**src/clas_pkg.sv**
```systemverilog
// Package with the constants and control structs of the cache line access splitter.
`timescale 1ns / 1ps
package clas_pkg;

  localparam int ADDR_W      = 64;
  localparam int SIZE_W      = 10;
  localparam int OFF_W       = 9;
  localparam int SHIFT_W     = 4;
  localparam int LINE_W      = 13;
  localparam int CNT_W       = 6;

  localparam int MAX_ACCESS   = 512;
  localparam int DATA_CAP     = 64;
  localparam int RESULT_LIMIT = 33;
  localparam int SHIFT_MIN    = 4;
  localparam int SHIFT_MAX    = 12;
  localparam int SHIFT_RESET  = 6;

  // Commands from the controller to the datapath.
  typedef struct packed {
    logic load;  // capture the accepted item
    logic step;  // emit one sub-request into the output register
  } clas_cmd_t;

  // Status from the datapath to the controller.
  typedef struct packed {
    logic out_free;   // output register is empty or being taken
    logic size_nz;    // incoming item has a nonzero size
    logic step_last;  // the sub-request being formed is the final one
  } clas_stat_t;

endpackage

```
**src/clas_stream_if.sv**
```systemverilog
// Handshake interfaces for the access channel and the sub-request channel.
`timescale 1ns / 1ps
interface clas_in_if
  import clas_pkg::*;
  ();
  logic              valid;
  logic              ready;
  logic              action;
  logic              path;
  logic [ADDR_W-1:0] address;
  logic [SIZE_W-1:0] size;

  modport source (output valid, action, path, address, size, input ready);
  modport sink   (input valid, action, path, address, size, output ready);
endinterface

interface clas_out_if
  import clas_pkg::*;
  ();
  logic              valid;
  logic              ready;
  logic [ADDR_W-1:0] sub_address;
  logic [SIZE_W-1:0] chunk_bytes;
  logic [OFF_W-1:0]  src_offset;
  logic [SIZE_W-1:0] copy_bytes;
  logic              is_write;
  logic              is_mmio;
  logic              truncated;
  logic              last;

  modport source (output valid, sub_address, chunk_bytes, src_offset, copy_bytes,
                  is_write, is_mmio, truncated, last, input ready);
  modport sink   (input valid, sub_address, chunk_bytes, src_offset, copy_bytes,
                  is_write, is_mmio, truncated, last, output ready);
endinterface

```
**src/clas_ctrl.sv**
```systemverilog
// Controller state machine of the cache line access splitter.
`timescale 1ns / 1ps
module clas_ctrl
  import clas_pkg::*;
(
  input  logic       clk,
  input  logic       rst,
  input  logic       in_valid,
  output logic       in_ready,
  input  clas_stat_t stat,
  output clas_cmd_t  cmd
);

  typedef enum logic [1:0] {
    ST_IDLE = 2'b01,
    ST_RUN  = 2'b10
  } state_t;

  state_t state, state_next;

  assign in_ready = (state == ST_IDLE);
  assign cmd.load = in_valid && (state == ST_IDLE);
  assign cmd.step = (state == ST_RUN) && stat.out_free;

  always_comb begin
    state_next = state;
    case (state)
      ST_IDLE: begin
        if (cmd.load && stat.size_nz) begin
          state_next = ST_RUN;
        end
      end
      ST_RUN: begin
        if (cmd.step && stat.step_last) begin
          state_next = ST_IDLE;
        end
      end
      default: state_next = ST_IDLE;
    endcase
  end

  always_ff @(posedge clk) begin
    if (rst) begin
      state <= ST_IDLE;
    end else begin
      state <= state_next;
    end
  end

endmodule

```
**src/clas_dp.sv**
```systemverilog
// Datapath of the cache line access splitter: access registers, chunk math, output register.
`timescale 1ns / 1ps
module clas_dp
  import clas_pkg::*;
(
  input  logic               clk,
  input  logic               rst,
  input  clas_cmd_t          cmd,
  output clas_stat_t         stat,
  input  logic               cfg_valid,
  input  logic [SHIFT_W-1:0] cfg_data,
  input  logic               in_action,
  input  logic               in_path,
  input  logic [ADDR_W-1:0]  in_address,
  input  logic [SIZE_W-1:0]  in_size,
  input  logic               out_ready,
  output logic               out_valid,
  output logic [ADDR_W-1:0]  out_sub_address,
  output logic [SIZE_W-1:0]  out_chunk_bytes,
  output logic [OFF_W-1:0]   out_src_offset,
  output logic [SIZE_W-1:0]  out_copy_bytes,
  output logic               out_is_write,
  output logic               out_is_mmio,
  output logic               out_truncated,
  output logic               out_last
);

  logic [SHIFT_W-1:0] line_shift;
  logic [ADDR_W-1:0]  addr;
  logic [SIZE_W-1:0]  rem;
  logic [SIZE_W-1:0]  off;
  logic [CNT_W-1:0]   cnt;
  logic               wr;
  logic               mmio;

  logic [SHIFT_W-1:0] sh_c;
  logic [LINE_W-1:0]  line_sz;
  logic [LINE_W-1:0]  room;
  logic [SIZE_W-1:0]  c_chunk;
  logic [SIZE_W-1:0]  avail;
  logic [SIZE_W-1:0]  c_copy;
  logic [SIZE_W-1:0]  rem_after;
  logic               c_last;
  logic               m_trunc;
  logic [SIZE_W-1:0]  m_len;
  logic [SIZE_W-1:0]  size_sat;

  // Sizes above the largest access saturate.
  assign size_sat = (in_size > SIZE_W'(MAX_ACCESS)) ? SIZE_W'(MAX_ACCESS) : in_size;

  // Clamp the line shift into its legal range.
  always_comb begin
    if (line_shift < SHIFT_W'(SHIFT_MIN)) begin
      sh_c = SHIFT_W'(SHIFT_MIN);
    end else if (line_shift > SHIFT_W'(SHIFT_MAX)) begin
      sh_c = SHIFT_W'(SHIFT_MAX);
    end else begin
      sh_c = line_shift;
    end
  end

  assign line_sz = LINE_W'(1) << sh_c;
  assign room    = line_sz - (addr[LINE_W-1:0] & (line_sz - LINE_W'(1)));
  assign c_chunk = (room < LINE_W'(rem)) ? room[SIZE_W-1:0] : rem;
  assign avail   = SIZE_W'(DATA_CAP) - off;

  always_comb begin
    c_copy = '0;
    if (wr && (off < SIZE_W'(DATA_CAP))) begin
      c_copy = (c_chunk < avail) ? c_chunk : avail;
    end
  end

  assign rem_after = rem - c_chunk;
  assign c_last    = (rem_after == '0) || (cnt == CNT_W'(RESULT_LIMIT - 1));

  // An MMIO write beyond the data capacity is cut down and flagged.
  assign m_trunc = wr && (rem > SIZE_W'(DATA_CAP));
  assign m_len   = m_trunc ? SIZE_W'(DATA_CAP) : rem;

  assign stat.out_free  = !out_valid || out_ready;
  assign stat.size_nz   = (in_size != '0);
  assign stat.step_last = mmio || c_last;

  always_ff @(posedge clk) begin
    if (rst) begin
      line_shift <= SHIFT_W'(SHIFT_RESET);
    end else if (cfg_valid) begin
      line_shift <= cfg_data;
    end
  end

  always_ff @(posedge clk) begin
    if (cmd.load) begin
      addr <= in_address;
      rem  <= size_sat;
      off  <= '0;
      cnt  <= '0;
      wr   <= in_action;
      mmio <= in_path;
    end else if (cmd.step) begin
      addr <= addr + ADDR_W'(c_chunk);
      rem  <= rem_after;
      off  <= off + c_chunk;
      cnt  <= cnt + CNT_W'(1);
    end
  end

  always_ff @(posedge clk) begin
    if (rst) begin
      out_valid <= 1'b0;
    end else if (cmd.step) begin
      out_valid <= 1'b1;
    end else if (out_ready) begin
      out_valid <= 1'b0;
    end
  end

  always_ff @(posedge clk) begin
    if (cmd.step) begin
      out_sub_address <= addr;
      out_is_write    <= wr;
      out_is_mmio     <= mmio;
      if (mmio) begin
        out_chunk_bytes <= m_len;
        out_src_offset  <= '0;
        out_copy_bytes  <= wr ? m_len : '0;
        out_truncated   <= m_trunc;
        out_last        <= 1'b1;
      end else begin
        out_chunk_bytes <= c_chunk;
        out_src_offset  <= off[OFF_W-1:0];
        out_copy_bytes  <= c_copy;
        out_truncated   <= 1'b0;
        out_last        <= c_last;
      end
    end
  end

endmodule

```
**src/cache_line_access_splitter_top.sv**
```systemverilog
// Top level of the cache line access splitter.
`timescale 1ns / 1ps
// The splitter takes one memory access item on req and issues its sub-requests on
// sub. A cached access is cut at every cache line boundary, the line size being
// 2**line_shift bytes (clamped to 16..4096, reset 64); an MMIO access gives one
// sub-request, and an MMIO write longer than 64 bytes is cut to 64 and flagged as
// truncated. Sizes above 512 act as 512, a zero size gives no sub-request, and the
// final sub-request of an access carries last. An access is accepted in the idle
// state and its sub-requests are then formed in the run state; the chunk loop in
// the datapath forms one sub-request per cycle while the output register is free,
// and no new access is accepted until the last sub-request is formed. A sub-request
// waiting on a stalled sub channel holds in the output register while the next
// access can already be accepted. line_shift is written on the cfg port, which is
// always ready, and should only be written while no access is in flight.
module cache_line_access_splitter_top
  import clas_pkg::*;
(
  input  logic               clk,
  input  logic               rst,
  clas_in_if.sink            req,
  clas_out_if.source         sub,
  input  logic               cfg_valid,
  output logic               cfg_ready,
  input  logic [SHIFT_W-1:0] cfg_data
);

  clas_cmd_t  cmd;
  clas_stat_t stat;

  // The line size register can always take a write.
  assign cfg_ready = 1'b1;

  // The controller owns the accept and sequencing decisions.
  clas_ctrl u_ctrl (
    .clk      (clk),
    .rst      (rst),
    .in_valid (req.valid),
    .in_ready (req.ready),
    .stat     (stat),
    .cmd      (cmd)
  );

  // The datapath holds the access being split and the output register.
  clas_dp u_dp (
    .clk             (clk),
    .rst             (rst),
    .cmd             (cmd),
    .stat            (stat),
    .cfg_valid       (cfg_valid),
    .cfg_data        (cfg_data),
    .in_action       (req.action),
    .in_path         (req.path),
    .in_address      (req.address),
    .in_size         (req.size),
    .out_ready       (sub.ready),
    .out_valid       (sub.valid),
    .out_sub_address (sub.sub_address),
    .out_chunk_bytes (sub.chunk_bytes),
    .out_src_offset  (sub.src_offset),
    .out_copy_bytes  (sub.copy_bytes),
    .out_is_write    (sub.is_write),
    .out_is_mmio     (sub.is_mmio),
    .out_truncated   (sub.truncated),
    .out_last        (sub.last)
  );

endmodule

```
**src/flat_wrapper.sv**
```systemverilog
// flat-port wrapper written by rule: the top's interface ports become plain ports
module cache_line_access_splitter_top_flat import clas_pkg::*;
  (clk, rst, cfg_valid, cfg_ready, cfg_data, req_valid, req_action, req_path, req_address, req_size, req_ready, sub_valid, sub_sub_address, sub_chunk_bytes, sub_src_offset, sub_copy_bytes, sub_is_write, sub_is_mmio, sub_truncated, sub_last, sub_ready);
  clas_in_if req_i ();
  clas_out_if sub_i ();
  input  logic clk;
  input  logic rst;
  input  logic cfg_valid;
  output logic cfg_ready;
  input  logic [SHIFT_W-1:0] cfg_data;
  input wire logic [$bits(req_i.valid)-1:0] req_valid;
  input wire logic [$bits(req_i.action)-1:0] req_action;
  input wire logic [$bits(req_i.path)-1:0] req_path;
  input wire logic [$bits(req_i.address)-1:0] req_address;
  input wire logic [$bits(req_i.size)-1:0] req_size;
  output wire logic [$bits(req_i.ready)-1:0] req_ready;
  output wire logic [$bits(sub_i.valid)-1:0] sub_valid;
  output wire logic [$bits(sub_i.sub_address)-1:0] sub_sub_address;
  output wire logic [$bits(sub_i.chunk_bytes)-1:0] sub_chunk_bytes;
  output wire logic [$bits(sub_i.src_offset)-1:0] sub_src_offset;
  output wire logic [$bits(sub_i.copy_bytes)-1:0] sub_copy_bytes;
  output wire logic [$bits(sub_i.is_write)-1:0] sub_is_write;
  output wire logic [$bits(sub_i.is_mmio)-1:0] sub_is_mmio;
  output wire logic [$bits(sub_i.truncated)-1:0] sub_truncated;
  output wire logic [$bits(sub_i.last)-1:0] sub_last;
  input wire logic [$bits(sub_i.ready)-1:0] sub_ready;
  assign req_i.valid = req_valid;
  assign req_i.action = req_action;
  assign req_i.path = req_path;
  assign req_i.address = req_address;
  assign req_i.size = req_size;
  assign req_ready = req_i.ready;
  assign sub_valid = sub_i.valid;
  assign sub_sub_address = sub_i.sub_address;
  assign sub_chunk_bytes = sub_i.chunk_bytes;
  assign sub_src_offset = sub_i.src_offset;
  assign sub_copy_bytes = sub_i.copy_bytes;
  assign sub_is_write = sub_i.is_write;
  assign sub_is_mmio = sub_i.is_mmio;
  assign sub_truncated = sub_i.truncated;
  assign sub_last = sub_i.last;
  assign sub_i.ready = sub_ready;
  cache_line_access_splitter_top u_core (.clk(clk), .rst(rst), .req(req_i), .sub(sub_i), .cfg_valid(cfg_valid), .cfg_ready(cfg_ready), .cfg_data(cfg_data));
endmodule
```
**config.mk**
```make
export PLATFORM = sky130hd
export DESIGN_NAME = cache_line_access_splitter_top_flat
export DESIGN_NICKNAME = d
export VERILOG_FILES = /design/src/clas_pkg.sv /design/src/clas_stream_if.sv /design/src/clas_ctrl.sv /design/src/clas_dp.sv /design/src/cache_line_access_splitter_top.sv /design/src/flat_wrapper.sv
export SDC_FILE = /design/constraint.sdc
export NUM_CORES = 1
export LEC_CHECK = 0
export ABC_CLOCK_PERIOD_IN_PS = 13760
export BUFFER_PORTS_ARGS = -buffer_cell sky130_fd_sc_hd__buf_2
export CORE_MARGIN = 2
export CORE_UTILIZATION = 33
export CTS_CLUSTER_DIAMETER = 50
export DETAILED_ROUTE_END_ITERATION = 16
export PLACE_DENSITY = 0.53
export SLEW_MARGIN = 10
export SYNTH_ARGS = -nofsm -noshare
export SYNTH_HDL_FRONTEND = slang
export SYNTH_SLANG_ARGS = --single-unit
```
**constraint.sdc**
```tcl
create_clock -name clk -period 13.76 [get_ports clk]
set_input_delay 0 -clock clk [delete_from_list [all_inputs] [get_ports clk]]
set_output_delay 0 -clock clk [all_outputs]
set_load 0.03 [all_outputs]
```
==> results.toml, run 1 <==
[power_and_ir_drop]
comb_power_share_pct = 36.1
power.ir.vdd_worst_mv = 0.0963
p_sw_w = 0.000770
p_seq_share_pct = 39.0
internal_power_w = 0.00129
p_per_area_nw_per_um2 = 147
p_leak_nw = 5.38
p_sw_share_pct = 37.4
clkPwrFrac_pct = 24.8

[route]
ant_nets = 0
drt_iter0_drc = 660
wl_microns = 32000
wl_per_cell_microns = 17.6
vias = 9150
drc = 0
avgViaCountPerCell = 5.04
first_pass_iters = 5

[floorplanning]
die_w_microns = 188
core_area_sq_um = 33400
die_y_microns = 188
start_util_pct = 33.5
num_rows = 67
die_area_sq_um = 35400
io-pin-count = 185

[worst_hold_path]
hp-start = "req_size[9]"
hp-class = "primary input to flip-flop"
min_delay_path_depth = 3
whs_endpoint = "u_core.u_dp.rem[9]"

[cts]
cts_setup_buffers = 0
cts_hold_buffers = 88
clock_latency_ns = 0.45
cts_buffers = 17
cts_buffer_depth = 2
path_clk_slew_ns = 0.08
cts_tree = "built"
clock-sinks = 196
cts_resized = 0
clock-root-buffer = "clkbuf_16"
htreeDepth = 4

[worst_setup_path]
cp_max_fo = 17
cpMaxStageDelayCell = "nor3_1"
crit_path_end_kind = "flip-flop"
r2r_end = "u_core.u_dp.addr[50]"
critPathRequiredTime_ns = 13.94
slowest_delay_ns = 0.83
r2r_start = "u_core.u_dp.line_shift[3]"
crit_arrival_ns = 8.65
start_kind = "flip-flop"
rrSetupSlack_ns = 5.29
crit_path_frequent_cell = "o21ai_0"
critPathBufInv = 2
crit_type = "flip-flop to flip-flop"
reg2reg_depth = 27
path_delay_family = "compound AO/OA/AOI/OAI gates"

[yosys]
yosysSeqAreaShare_pct = 50.5
synth-main-ff-cell = "edfxtp_1"
ys_types = 75
ys_async_sr_fraction_pct = 0
ys_top_cells_by_area = "edfxtp_1 (46%), ha_1 (5.0%), nand2_1 (4.9%)"
yosys_warnings = 0
synthCells = 1102
synth_edf_count = 173
synth_top_area_share_pct = 46.4
syn_avg_cell_area_sq_um = 10.2
netlist_area_sq_um = 11200
synth_seq_cells = 196
yosys.area.top_type = "edfxtp_1"

[run]
drv_cap = 0

[sta]
relSlewSlack_pct = 22.6
fin_crit_sh_pct = 61.5
rsz0062_at_grt = "no"
hold-worst-slack_ns = 0.0759
fin_skew_ns = 0.0167
hold_viol_final = 0
tightest_slew_ns = 1.15
finalSetupTns_ns = 0
fmax_mhz = 118
period_minus_slack_ns = 8.47
layout_setup_ws_ns = 5.29
maxSlewViolCount = 0
setup_viol_count_final = 0

[finish]
layout_commonest_cell = "buf_2"
area_delta_synth_final_pct = 25.3
layout_common_cells = "buf_2 (183), edfxtp_1 (173), nand2_1 (144), o21ai_0 (99), dlygate4sd3_1 (88)"
drive_above_1_share_pct = 17.8
nets = 1486

[placement]
dp_hpwl_microns = 22900
port_buffers = 183
gp_congestion = 0.873
dp_slack_ns = 5.29

[global_route]
grt_max_degree = 72
grt_overflow = 0
grt_pass1_vias = 8986
antenna_found_initial = 1
grt_pass1_wl_microns = 50300
grt_use_total_pct = 18.3

[outcome]
status = "complete, no violations"
## metal layers
layer  GRT usage [%]  part of all wire (%)  up-vias
met2            30.0                    47      219
met5               0                     0        -
met3            3.56                   5.1       24
met1            24.7                    46     4388
li1                -                     -     4519
met4            5.03                   1.4        0
## worst register-to-register path: stages, from the launching register on
cell and delay (ns):
dfxtp_1 0.68, nand2b_1 0.28, nor2_1 0.08, ha_1 0.42
a21o_1 0.20, a32o_1 0.21, xnor2_1 0.31, ha_1 0.32
a221oi_1 0.25, o21ai_0 0.12, a21oi_1 0.16, nand4b_1 0.31
nor3_4 0.48, buf_4 0.33, mux2i_1 0.46, inv_1 0.21
ha_1 0.36, a21boi_0 0.39, o21ai_0 0.18, a21boi_0 0.27
o21ai_0 0.14, a21boi_0 0.26, o21a_1 0.21, o2111ai_1 0.30
nor3_1 0.83, nand3_1 0.19, xor2_1 0.19, o21ai_0 0.09
## flip-flops by register name (all words and copies together), names as in the netlist
signal and cells:
u_core.u_dp.addr 64, u_core.u_dp.out_sub_address 64, u_core.u_dp.off 10, u_core.u_dp.out_chunk_bytes 10, u_core.u_dp.out_copy_bytes 10, u_core.u_dp.rem 10
u_core.u_dp.out_src_offset 9, u_core.u_dp.cnt 6, u_core.u_dp.line_shift 4, u_core.u_ctrl.state 2, u_core.u_dp.mmio 1, u_core.u_dp.out_is_mmio 1
u_core.u_dp.out_is_write 1, u_core.u_dp.out_last 1, u_core.u_dp.out_truncated 1, u_core.u_dp.out_valid 1, u_core.u_dp.wr 1
## metrics by stage
step                power, W  utilization, %  instance area [sq um]  cells
floorplan            0.00134               -                  11200   1104
global placement     0.00153            37.5                  12500   1696
detailed placement   0.00154            37.5                  12500   1696
CTS                  0.00208            42.0                  14000   1816
global route         0.00220            42.0                  14000   1817
finish               0.00206            42.0                  14000   1817
## how the worst max path moves through the flow
stage | startpoint | end | slack, ns | depth (start not counted)
5_1_grt | u_core.u_dp.line_shift[3] | u_core.u_dp.addr[50] | 4.24 | 27
6_report | u_core.u_dp.line_shift[3] | u_core.u_dp.addr[50] | 5.29 | 27
4_1_cts | u_core.u_dp.line_shift[3] | u_core.u_dp.addr[50] | 5.28 | 27
3_3_place_gp | u_core.u_dp.line_shift[3] | u_core.u_dp.addr[50] | 5.51 | 27
3_5_place_dp | u_core.u_dp.line_shift[3] | u_core.u_dp.addr[50] | 5.29 | 27
2_1_floorplan | u_core.u_dp.line_shift[3] | u_core.u_dp.addr[60] | 6.45 | 33
## cells in the mapped netlist, types with 4 or more instances
cell type,n
and3_1,13
a211oi_1,4
nor4_1,11
nand3_1,35
o21ai_1,6
ha_1,45
maj3_1,4
edfxtp_1,173
nand2b_1,17
a21oi_1,33
and4_1,5
a21boi_0,4
o21ai_0,99
xor2_1,41
a31oi_1,11
nand2_1,145
o22ai_1,13
and2_1,10
o21a_1,4
mux2i_1,14
o31ai_1,10
nand4_1,12
nor3_1,18
or3_1,6
clkbuf_1,34
dfxtp_1,23
a21o_1,11
buf_2,5
or4_1,6
nor2_1,79
nor2b_1,20
nand3b_1,9
mux2_2,5
xnor2_1,48
inv_1,56
mux2_4,4
o211ai_1,6
## cell type report
type	instances	area [sq um]
repair buffers	277	1840
inverters	56	216
fillers	3297	19400
flip-flops and latches	196	5660
clock inverters	15	178
clock buffers	17	425
diodes	1	2.50
multi-input cells	807	5150
well taps	448	561
## power groups by stage
stage,combinational (W),sequential (W),clock (W)
floorplan,0.000546,0.000796,0
global placement,0.000715,0.000816,0
detailed placement,0.000720,0.000817,0
CTS,0.000746,0.000804,0.000528
global route,0.000837,0.000812,0.000546
finish,0.000743,0.000803,0.000511
## cell families (layout without fill, tap and decap cells)
logic type,Yosys count,after routing,share of synthesized area (%)
fa+ha+maj,52,52,5.77
mux,23,23,2.29
other cells,1,4,0.0335
xor+xnor,89,89,6.96
compound gates,236,236,13.2
simple gates,404,404,17.7
buf+inv,101,365,3.55
flops,196,196,50.5
Note: power is estimated with default switching activity, not from simulation.
==> run 2: changes to the inputs <==
--- a/config.mk
+++ b/config.mk
@@ -5,7 +5,8 @@
 export SDC_FILE = /design/constraint.sdc
 export NUM_CORES = 1
 export LEC_CHECK = 0
-export ABC_CLOCK_PERIOD_IN_PS = 13760
+export ABC_AREA = 1
+export ABC_CLOCK_PERIOD_IN_PS = 8680
 export BUFFER_PORTS_ARGS = -buffer_cell sky130_fd_sc_hd__buf_2
 export CORE_MARGIN = 2
 export CORE_UTILIZATION = 33
==> constraint.sdc (replaced) <==
create_clock -name clk -period 8.68 [get_ports clk]
set_input_delay 0 -clock clk [delete_from_list [all_inputs] [get_ports clk]]
set_output_delay 0 -clock clk [all_outputs]
set_load 0.03 [all_outputs]
==> run 2 against run 1 <==
Against the previous run: area after synthesis rose by 5.2%; largest cell class unchanged; die area rose by 5.1%; global-route usage rose by 0.16 points; maximum frequency rose by 14%; sequential share of layout area fell by 1.5 points; combinational power rose by 43%.
==> results.toml, run 2 <==
[outcome]
status = "complete, no violations"

[global_route]
antenna_found_initial = 0
grt_pass1_wl_microns = 52800
grt_util_met3_pct = 3.10
busiest_layer = "met2"
grt_overflow = 0
use_met1_pct = 24.1
grt_max_degree = 70
grtUsageMet2_pct = 31.4
grt_pass1_vias = 9765
grt_use_total_pct = 18.5

[route]
first_pass_iters = 4
drt_iter0_drc = 616
vias = 10034
drc = 0
avgViaCountPerCell = 4.81
wl_per_cell_microns = 16.3
wl_microns = 34100
ant_nets = 0

[yosys]
ys_types = 63
yosys.area.top_type = "edfxtp_1"
synth_edf_count = 173
syn_avg_cell_area_sq_um = 8.79
synth_top_area_share_pct = 44.1
yosys_warnings = 0
ys_async_sr_fraction_pct = 0
yosys.cell_count.top_type = "nand2_1"
ys_top_cells_by_area = "edfxtp_1 (44%), nand2_1 (11%), inv_1 (5.6%)"
netlist_area_sq_um = 11800
synth_common_cells = "nand2_1 (345), inv_1 (175), edfxtp_1 (173)"
synth_seq_cells = 196
synth-main-ff-cell = "edfxtp_1"
yosysSeqAreaShare_pct = 48.0
synthCells = 1340

[cts]
clock-root-buffer = "clkbuf_16"
cts_buffer_depth = 2
cts_resized = 0
htreeDepth = 4
cts_tree = "built"
clock-sinks = 196
clock_latency_ns = 0.44
cts_buffers = 17
path_clk_slew_ns = 0.08
cts_hold_buffers = 86
cts_setup_buffers = 0

[floorplanning]
num_rows = 69
die_area_sq_um = 37200
start_util_pct = 33.3
io-pin-count = 185
die_w_microns = 193
die_y_microns = 193
core_area_sq_um = 35400

[worst_setup_path]
crit_path_frequent_cell = "nand2_1"
crit_arrival_ns = 7.65
start_kind = "flip-flop"
rrSetupSlack_ns = 1.23
crit_type = "flip-flop to flip-flop"
critPathRequiredTime_ns = 8.88
r2r_start = "u_core.u_dp.addr[0]"
cpMaxStageDelayCell = "o21ai_0"
slowest_delay_ns = 0.72
r2r_end = "u_core.u_dp.addr[50]"
cp_max_fo = 11
crit_path_end_kind = "flip-flop"
reg2reg_depth = 41

[sta]
fmax_mhz = 134
rsz0062_at_grt = "no"
maxSlewViolCount = 0
period_minus_slack_ns = 7.45
hold_viol_final = 0
fin_crit_sh_pct = 85.8
tightest_slew_ns = 0.909
finalSetupTns_ns = 0
relSlewSlack_pct = 39.4
fin_skew_ns = 0.0179
setup_viol_count_final = 0

[power_and_ir_drop]
p_sw_w = 0.00117
p_sw_share_pct = 38.2
p_leak_nw = 6.44
comb_power_share_pct = 34.8
power.ir.vdd_worst_mv = 0.133
internal_power_w = 0.00189
p_seq_share_pct = 40.2
clkPwrFrac_pct = 25.0
p_per_area_nw_per_um2 = 209

[finish]
area_delta_synth_final_pct = 23.9
fill_cells = 3614
diodes = 0
layout_commonest_cell = "nand2_1"
seqCellArea_sq_um = 5660
nets = 1746
multiInputGateArea_sq_um = 5210
stdcell_area_sq_um = 14600
layout_common_cells = "nand2_1 (345), buf_2 (183), inv_1 (174), edfxtp_1 (173)"
drive_above_1_share_pct = 20.6
top_regs = "u_core.u_dp.addr x64, u_core.u_dp.out_sub_address x64"

[worst_hold_path]
hp-class = "primary input to flip-flop"
hp-start = "req_size[4]"
min_delay_path_depth = 3
whs_endpoint = "u_core.u_dp.rem[4]"

[placement]
dp_hpwl_microns = 25300
port_buffers = 183
gp_congestion = 0.886
placed_cell_area_sq_um = 13200

[run]
drv_cap = 0
==> run 2: cell count changes after synthesis, sizes merged, moves of 17 or more <==
cell	change
nand2	+234
inv	+143
xnor2	-34
nor2b	-20
nand4	+26
nand2b	-17
nor2	+21
o21ai	-34
nand3	+37
clkbuf	-20
==> run 2: layout make-up <==
type	count	area share, %
timing repair buffer	279	12.7
clock inverter	12	0.677
clock buffer	19	2.97
sequential	196	38.7
tap	461	3.95
multi-input combinational	920	35.7
inverter	201	5.26
==> run 2: layer usage <==
| metal | vias up | wire length, microns |
|---|---|---|
| li1 | 5037 | - |
| met1 | 4723 | 15500 |
| met2 | 244 | 16400 |
| met3 | 30 | 1530 |
| met4 | 0 | 731 |
| met5 | - | 0 |
==> run 2: how the worst max path moves through the flow <==
stage | from | end | slack [ns] | depth (start not counted)
after floorplan | u_core.u_dp.addr[0] | u_core.u_dp.addr[50] | 2.67 | 42
after global placement | u_core.u_dp.line_shift[3] | u_core.u_dp.addr[48] | 1.61 | 42
after detailed placement | u_core.u_dp.addr[0] | u_core.u_dp.addr[50] | 1.31 | 41
after CTS | u_core.u_dp.addr[0] | u_core.u_dp.addr[50] | 1.26 | 41
after global routing | u_core.u_dp.addr[0] | u_core.u_dp.addr[50] | 0.46 | 41
final | u_core.u_dp.addr[0] | u_core.u_dp.addr[50] | 1.23 | 41
==> run 2: worst max-delay path: cells and delay by family (launching register included) <==
kind | cells | cell delay, ns
adders and majority gates | 4 | 1.17
AOI/OAI and AO/OA | 7 | 1.73
DFF | 1 | 0.44
buffers and inverters | 4 | 0.30
and+or+nand+nor | 24 | 3.20
xor gates and xnor gates | 2 | 0.36
==> run 2: power groups by stage <==
stage | sequential [W] | clock (W) | combinational [W]
floorplan | 0.00123 | 0 | 0.000773
global placement | 0.00125 | 0 | 0.00101
detailed placement | 0.00125 | 0 | 0.00102
CTS | 0.00123 | 0.000783 | 0.00106
global route | 0.00124 | 0.000811 | 0.00120
finish | 0.00123 | 0.000763 | 0.00106
==> run 2: stage by stage <==
step                instances  utilization (%)  worst slack (ns)  hold slack, ns  power, W
floorplan                1342                -              2.67          0.0691   0.00201
detailed placement       1971             37.3              1.31           0.190   0.00227
finish                   2088             41.2              1.23          0.0342   0.00306
CTS                      2088             41.2              1.26        0.000618   0.00307
global route             2088             41.2             0.464          0.0139   0.00325
global placement         1971             37.3              1.61           0.187   0.00226
==> run 2: cell families (layout without fill, tap and decap cells) <==
kind of cell	Yosys count	after routing	synth area share [%]
and+or+nand+nor	641	641	25.8
buffers and inverters	226	511	7.95
DFF	196	196	48.0
AOI/OAI and AO/OA	167	167	8.58
xor gates and xnor gates	62	62	4.61
adders and majority gates	47	47	5.04
other	1	3	0.0318
==> run 3: changes to the inputs <==
--- a/config.mk
+++ b/config.mk
@@ -13,6 +13,7 @@
 export CTS_CLUSTER_DIAMETER = 50
 export DETAILED_ROUTE_END_ITERATION = 16
 export PLACE_DENSITY = 0.53
+export RECOVER_POWER = 100
 export SLEW_MARGIN = 10
 export SYNTH_ARGS = -nofsm -noshare
 export SYNTH_HDL_FRONTEND = slang
==> constraint.sdc (replaced) <==
create_clock -name clk -period 8.68 [get_ports clk]
set_input_delay 0.434 -clock clk [delete_from_list [all_inputs] [get_ports clk]]
set_output_delay 0.434 -clock clk [all_outputs]
set_load 0.03 [all_outputs]
==> run 3 against run 2 <==
Against the previous run: the flow now finishes with violations (capacitance limit, slew limit); critical path depth up 1; clock skew down 0.0038 ns; sequential share of layout area up 3.1 points; first-iteration DRC count up 5.5%; largest cell class unchanged; highest routed layer unchanged.
==> results.toml, run 3 (same netlist as run 2, synthesis figures left out) <==
[power_and_ir_drop]
total_power_w = 0.00299
p_per_area_nw_per_um2 = 221
power.ir.vdd_worst_mv = 0.136
p_leak_nw = 5.76

[worst_setup_path]
crit_type = "flip-flop to flip-flop"
crit_path_frequent_cell = "nand2_1"
critPathBufInv = 7
cpMaxStageDelayCell = "o21ai_0"
start_kind = "flip-flop"
crit_arrival_ns = 7.81
r2r_start = "u_core.u_dp.line_shift[3]"
slowest_delay_ns = 0.64
path_delay_family = "simple AND/OR/NAND/NOR gates"
reg2reg_depth = 42
critPathRequiredTime_ns = 8.98
rrSetupSlack_ns = 1.17
r2r_end = "u_core.u_dp.addr[48]"
cp_max_fo = 11
crit_path_end_kind = "flip-flop"

[floorplanning]
die_w_microns = 193
die_y_microns = 193
start_util_pct = 33.3
num_rows = 69
core_area_sq_um = 35400
die_area_sq_um = 37200
io-pin-count = 185

[cts]
path_clk_slew_ns = 0.08
clock-sinks = 196
clock-root-buffer = "clkbuf_16"
cts_setup_buffers = 0
cts_buffer_depth = 2
cts_buffers = 17
htreeDepth = 4
cts_hold_buffers = 0
clock_latency_ns = 0.44
cts_tree = "built"
cts_resized = 0

[sta]
tightest_slew_ns = 3.86
relSlewSlack_pct = -157
maxSlewViolCount = 261
fin_skew_ns = 0.0140
period_minus_slack_ns = 7.51
hold_viol_final = 0
rsz0062_at_grt = "no"
setup_viol_count_final = 0
fin_crit_sh_pct = 86.5
finalSetupTns_ns = 0
fmax_mhz = 133

[route]
ant_nets = 0
wl_microns = 33500
drt_iter0_drc = 650
first_pass_iters = 5
avgViaCountPerCell = 4.85
drc = 0
wl_per_cell_microns = 16.7
vias = 9715

[global_route]
grt_max_degree = 70
grt_use_total_pct = 18.4
grt_pass1_wl_microns = 52200
grt_pass1_vias = 9573
antenna_found_initial = 0
grt_overflow = 0

[placement]
dp_cells = 1971
placed_cell_area_sq_um = 13200
gp_congestion = 0.884
port_buffers = 183
dp_hpwl_microns = 25500

[outcome]
violations = "capacitance limit, slew limit"
status = "finished with violations"

[finish]
layout_commonest_cell = "nand2_1"
drive_above_1_share_pct = 13.8
stdcell_area_sq_um = 13500
layout_common_cells = "nand2_1 (349), inv_1 (180), edfxtp_1 (173), clkbuf_1 (108), nor2_1 (87)"
area_delta_synth_final_pct = 14.8
nets = 1660
top_regs = "u_core.u_dp.addr x64, u_core.u_dp.out_sub_address x64"
fin_cells = 2003
diodes = 0

[worst_hold_path]
whs_endpoint = "u_core.u_dp.wr"
min_delay_path_depth = 1
hp-class = "primary input to flip-flop"
hp-start = "req_action"

[run]
drv_cap = 6
run 3: cell types whose count changed in the layout (fill, tap and decap cells not counted), moves of 5 or more:
cell           change
buf_2             -99
buf_4              -8
clkbuf_1         +106
dlygate4sd3_1     -86
inv_1              +6
inv_2              -6
o21ai_0            +5
run 3: routing by layer:
metal,wire (microns),GRT usage [%]
met4,509,4.98
met5,0,0
met3,1660,2.91
met1,15300,24.5
met2,16100,31.1
run 3: metrics by stage:
step | utilization, % | hold WS [ns] | setup slack (ns)
floorplan | - | 0.426 | 2.67
global placement | 37.3 | 0.458 | 1.59
detailed placement | 37.3 | 0.453 | 1.38
CTS | 38.8 | 0.159 | 1.36
global route | 38.2 | 0.159 | 0.313
finish | 38.2 | 0.180 | 1.17
run 3: worst register-to-register path, delay by kind of cell, from the launching register on:
kind                     cells  cell delay, ns
adder cells (fa/ha/maj)      4            1.33
XOR/XNOR                     2            0.39
flip-flops                   1            0.55
buffers and inverters        7            0.45
AND/OR/NAND/NOR             23            3.15
AO/OA/AOI/OAI                6            1.49
run 3: where the power goes:
part | internal [W] | switching (W) | total, W
sequential | 0.00115 | 0.0000836 | 0.00123
combinational | 0.000333 | 0.000675 | 0.00101
clock | 0.000371 | 0.000384 | 0.000755
run 3: area by class of cell:
cell class                 instances  area (sq um)
multi-input combinational        920          5160
clock inverter                    13           101
inverter                         201           762
tap                              461           577
timing repair buffer             193           838
fill                            3749         21900
clock buffer                      19           433
sequential                       196          5660
run 3: worst max-delay path by stage:
| stage | to | cells past startpoint | slack, ns | startpoint |
|---|---|---|---|---|
| floorplan | u_core.u_dp.addr[50] | 42 | 2.67 | u_core.u_dp.addr[0] |
| global placement | u_core.u_dp.addr[48] | 42 | 1.59 | u_core.u_dp.line_shift[3] |
| detailed placement | u_core.u_dp.addr[48] | 42 | 1.38 | u_core.u_dp.line_shift[3] |
| CTS | u_core.u_dp.addr[48] | 42 | 1.36 | u_core.u_dp.line_shift[3] |
| global route | u_core.u_dp.addr[48] | 42 | 0.31 | u_core.u_dp.line_shift[3] |
| finish | u_core.u_dp.addr[48] | 42 | 1.17 | u_core.u_dp.line_shift[3] |
